**src/mi4_pkg.sv**
```systemverilog
// Shared types, term tables and index helper for the 4x4 matrix inverse.
package mi4_pkg;

   // Control word of the shared multiply-accumulate unit.
   typedef struct packed {
      logic       clear;
      logic       add;
      logic       sub;
      logic [1:0] limb;
   } mac_ctrl_type;

   localparam int TermCount = 6;

   // The six triple products of a 3x3 determinant: column picks for the
   // minor's rows 0, 1 and 2, and whether the term is subtracted.
   localparam logic [1:0] PermJ0 [TermCount] = '{2'd0, 2'd0, 2'd1, 2'd1, 2'd2, 2'd2};
   localparam logic [1:0] PermJ1 [TermCount] = '{2'd1, 2'd2, 2'd0, 2'd2, 2'd0, 2'd1};
   localparam logic [1:0] PermJ2 [TermCount] = '{2'd2, 2'd1, 2'd2, 2'd0, 2'd1, 2'd0};
   localparam logic       PermNeg [TermCount] = '{1'b0, 1'b1, 1'b1, 1'b0, 1'b0, 1'b1};

   // Maps index k of a minor onto the full 4x4 index, stepping over skip.
   function automatic logic [1:0] skip_index(input logic [1:0] k, input logic [1:0] skip);
      skip_index = (k >= skip) ? k + 2'd1 : k;
   endfunction

endpackage

```
**src/mi4_mac.sv**
```systemverilog
// Shared signed multiplier with a registered product and a wide accumulator.
module mi4_mac #(
   parameter int ELEMENT_WIDTH = 32
) (
   input  logic                              clock,
   input  mi4_pkg::mac_ctrl_type             ctrl,
   input  logic signed [ELEMENT_WIDTH:0]     op_a,
   input  logic signed [ELEMENT_WIDTH:0]     op_b,
   output logic signed [2*ELEMENT_WIDTH+1:0] prod,
   output logic signed [4*ELEMENT_WIDTH+2:0] acc
);
   import mi4_pkg::*;

   localparam int W  = ELEMENT_WIDTH;
   localparam int PW = 2 * W + 2;
   localparam int AW = 4 * W + 3;

   logic signed [PW-1:0] prod_ff, prod_in;
   logic signed [AW-1:0] acc_ff, acc_in, addend;

   always_comb begin
      prod_in = op_a * op_b;
      case (ctrl.limb)
         2'd0: begin
            addend = AW'(prod_ff);
         end
         2'd1: begin
            addend = AW'(prod_ff) << W;
         end
         2'd2: begin
            addend = AW'(prod_ff) << (2 * W);
         end
         default: begin
            addend = AW'(prod_ff) << (3 * W);
         end
      endcase
      if (ctrl.clear) begin
         acc_in = '0;
      end else if (ctrl.add) begin
         acc_in = ctrl.sub ? acc_ff - addend : acc_ff + addend;
      end else begin
         acc_in = acc_ff;
      end
   end

   always_ff @(posedge clock) begin
      prod_ff <= prod_in;
      acc_ff  <= acc_in;
   end

   assign prod = prod_ff;
   assign acc  = acc_ff;

endmodule

```
**config.mk**
```make
export PLATFORM = sky130hd
export DESIGN_NAME = mi4_mac
export DESIGN_NICKNAME = d
export VERILOG_FILES = /design/src/mi4_pkg.sv /design/src/mi4_mac.sv
export SDC_FILE = /design/constraint.sdc
export NUM_CORES = 2
export LEC_CHECK = 0
export ABC_AREA = 0
export ABC_CLOCK_PERIOD_IN_PS = 8200
export BUFFER_PORTS_ARGS = -buffer_cell sky130_fd_sc_hd__buf_2
export CAP_MARGIN = 40
export CORE_MARGIN = 5
export CORE_UTILIZATION = 25
export DETAILED_ROUTE_END_ITERATION = 8
export GPL_TIMING_DRIVEN = 1
export PLACE_DENSITY = 0.48
export SYNTH_ARGS = -nofsm -noshare
export SYNTH_HDL_FRONTEND = slang
export SYNTH_SLANG_ARGS = --single-unit
export TNS_END_PERCENT = 10
```
**constraint.sdc**
```tcl
create_clock -name clock -period 8.2 [get_ports clock]
set_input_delay 0.82 -clock clock [delete_from_list [all_inputs] [get_ports clock]]
set_output_delay 0.82 -clock clock [all_outputs]
set_load 0.005 [all_outputs]
```
==> impl_metrics.tcl <==
set metrics [dict create \
    clock_latency_ns 0.55 \
    clock-sinks 197 \
    pre_cts_slack_ns -0.699 \
    grt_overflow_total 0 \
    grt_max_degree 84 \
    top_level_ports 269 \
    crit_required_ns 8.64 \
    grt_pass1_wl_mm 327 \
    synth_largest_area_cell "fa_1" \
    max_freq_mhz 125 \
    cp_slowest_cell "fa_2" \
    synth_cell_types 90 \
    yosysSeqAreaShare_pct 6.83 \
    max_stage_delay_ns 0.69 \
    die_width_um 491 \
    port_buffers 268 \
    post-dp-hpwl_mm 186 \
    cts_tree "done" \
    die-area_sq_um 241000 \
    synth_seq_cells 197 \
    drv_slew 0 \
    cp-start-kind "input pin" \
    critPathKind "input pin to flip-flop" \
    start_util_pct 25.1 \
    yosys-top-cells-count "1159 x inv_1, 1146 x fa_1, 782 x nand2_1" \
    wl_met3_mm 10.9 \
    syn_avg_cell_area_sq_um 8.52 \
    maxCapViolCount 0 \
    wl_mm 214 \
    gr-usage-all-layers_pct 17.7 \
    final-setup-viol-count 0 \
    synth_top_cell_area_share_pct 39.7 \
    arrival_ns 8.41 \
    worstMarginPinSlew_ns 0.976 \
    yosys-mux-area-fraction_pct 2.10 \
    hold-worst-slack_ns 0.487 \
    synth-xor-area-share_pct 4.74 \
    cpLargestDelayFamily "adder cells" \
    outcome "finished, final reports clean" \
    crit_path_end_kind "flip-flop" \
    place_congestion 0.906 \
    ys.flop_type "dfxtp_1" \
    drc_errors 0 \
    route.detailed.wl_per_inst_um 21.0 \
    period_minus_slack_ns 7.97 \
    wl_met2_mm 94.6 \
    synth_top_family_by_area "adder cells" \
    max-slew-margin-rel_pct 34.3 \
    cts_root_buf "clkbuf_16" \
    ctsHtreeMaxLevel 4 \
    dr.pass1.iters 6 \
    async_reset_ff_share_pct 0 \
    wl_met1_mm 100 \
    die_h_um 491 \
    cts_buffer_depth 2 \
    layout_setup_ws_ns 0.230 \
    nNetsFinal 8716 \
    layout-drive-gt1-share_pct 11.5 \
    rows 176 \
    finish.utilization_pct 28.7 \
    clk_pin_slew_worst_paths_ns 0.09 \
    fin_worst_skew_ns 0.0244 \
    numCtsBuffers 17 \
    fin_tns_setup_ns 0 \
    antenna_found_initial 15 \
    synth-compound-area-share_pct 11.0 \
    synthSimpleGateAreaFrac_pct 17.9 \
    finalHoldViolCount 0 \
    dr.first_iter.drc_count 3064 \
    path_max_fanout 15 \
    vias 48000 \
    viasPerCell 4.71 \
    post-route-period-util_pct 97.2 \
    yosysMostFrequentCell "inv_1" \
    core_sq_um 230000 \
    grt_setup_unrepaired "true" \
    synthesis.nets 8346 \
    routed.top_layer "met5" \
    grt_pass1_vias 50400 \
    synthToLayoutAreaGrowth_pct 14.4 \
    synth-adder-area-share_pct 47.3 \
    path_buf_inv 8 \
    synth_warnings 0 \
    netlist_area_sq_um 57800 \
    ys_top_cells_by_area "fa_1 40%, ha_1 7.5%, inv_1 7.5%, dfxtp_1 6.8%, and2_1 6.3%" \
    synthCells 6780 \
    antenna_left 0 \
    synth_edf_count 0 \
    hold_path.class "flip-flop to flip-flop" \
]
final timing paths:
kind / endpoint / depth (start not counted) / from / slack [ns]
worst max-delay path: prod[63] / 27 / op_b[2] / 0.23
worst min-delay path: acc[115] / 2 / acc[115] / 0.49
worst max register to register: acc[111] / 25 / prod[18] / 0.61
worst min register to register: acc[115] / 2 / acc[115] / 0.49
sequential cells by signal, summed over array words and instances, names as in the netlist:
name and flops:
prod 66, acc 131
kinds of logic after synthesis:
logic type / after synthesis
compound gates: 1012
xor+xnor: 312
fa+ha+maj: 1494
buf+inv: 1541
flops: 197
mux: 120
simple gates: 2104
cell usage in the layout (no fill, tap or decap), types with 20 or more instances in the layout:
master / n
o21ai_0: 194
and3_1: 30
a211oi_1: 29
dfxtp_1: 197
buf_4: 437
and2_1: 577
nor2b_1: 25
o21a_1: 25
nor3_1: 79
o21bai_1: 55
nand2_1: 781
nor2_1: 343
nor4_1: 27
buf_2: 240
ha_1: 347
fa_1: 1140
xor2_1: 124
a21o_1: 92
nand4_1: 83
nand3_1: 40
o211ai_1: 28
inv_1: 1159
a21oi_1: 335
nand2b_1: 37
buf_12: 30
o21ai_1: 20
a31oi_1: 59
xnor2_1: 187
mux2i_1: 119
through the flow:
stage                     std cells  instance area, sq um
after global placement        10200                 65200
after CTS                     10200                 65800
after global routing          10200                 66100
after detailed placement      10200                 65200
final                         10200                 66100
after floorplan                6780                 57800
layer usage:
metal	up-vias	global-route usage (%)
met1	24400	25.0
met3	218	2.34
met2	1319	27.7
met4	14	5.85
met5	-	0
li1	22000	-
area by class of cell:
class	count	area [sq um]
Antenna cell	6	15.0
Clock buffer	20	457
Clock inverter	12	114
Fill cell	24800	164000
Inverter	1159	4350
Multi-Input combinational cell	5042	48100
Sequential cell	197	3940
Tap cell	3026	3790
Timing Repair Buffer	733	5300
worst register-to-register path, stage by stage, from the launching register on:
cell and delay (ns):
dfxtp_1 0.34, nor3_1 0.61, nand3b_1 0.32, nand2b_1 0.24
or4b_2 0.66, a21oi_1 0.26, nor4b_1 0.30, buf_4 0.19
nand2_1 0.07, nor4_1 0.46, a31oi_1 0.18, xnor2_1 0.53
ha_1 0.44, nand4_1 0.15, nor3_1 0.08, buf_4 0.15
a221oi_1 0.23, o21ai_0 0.23, a31oi_1 0.25, buf_4 0.17
o21ai_0 0.16, a211oi_1 0.53, o21ai_0 0.36, a21oi_1 0.31
xor2_1 0.17, o21ai_0 0.08
what timing repair did:
action	4_1_cts	5_1_grt
endpoints found under the setup margin	2	14
gates resized for setup	4	71
hold buffers	0	0
buffers inserted	0	2
gates cloned	0	0
pin swaps	0	9
Power is not shown: default switching activity piles up to over one toggle a cycle in this logic, so the estimate is an artifact.
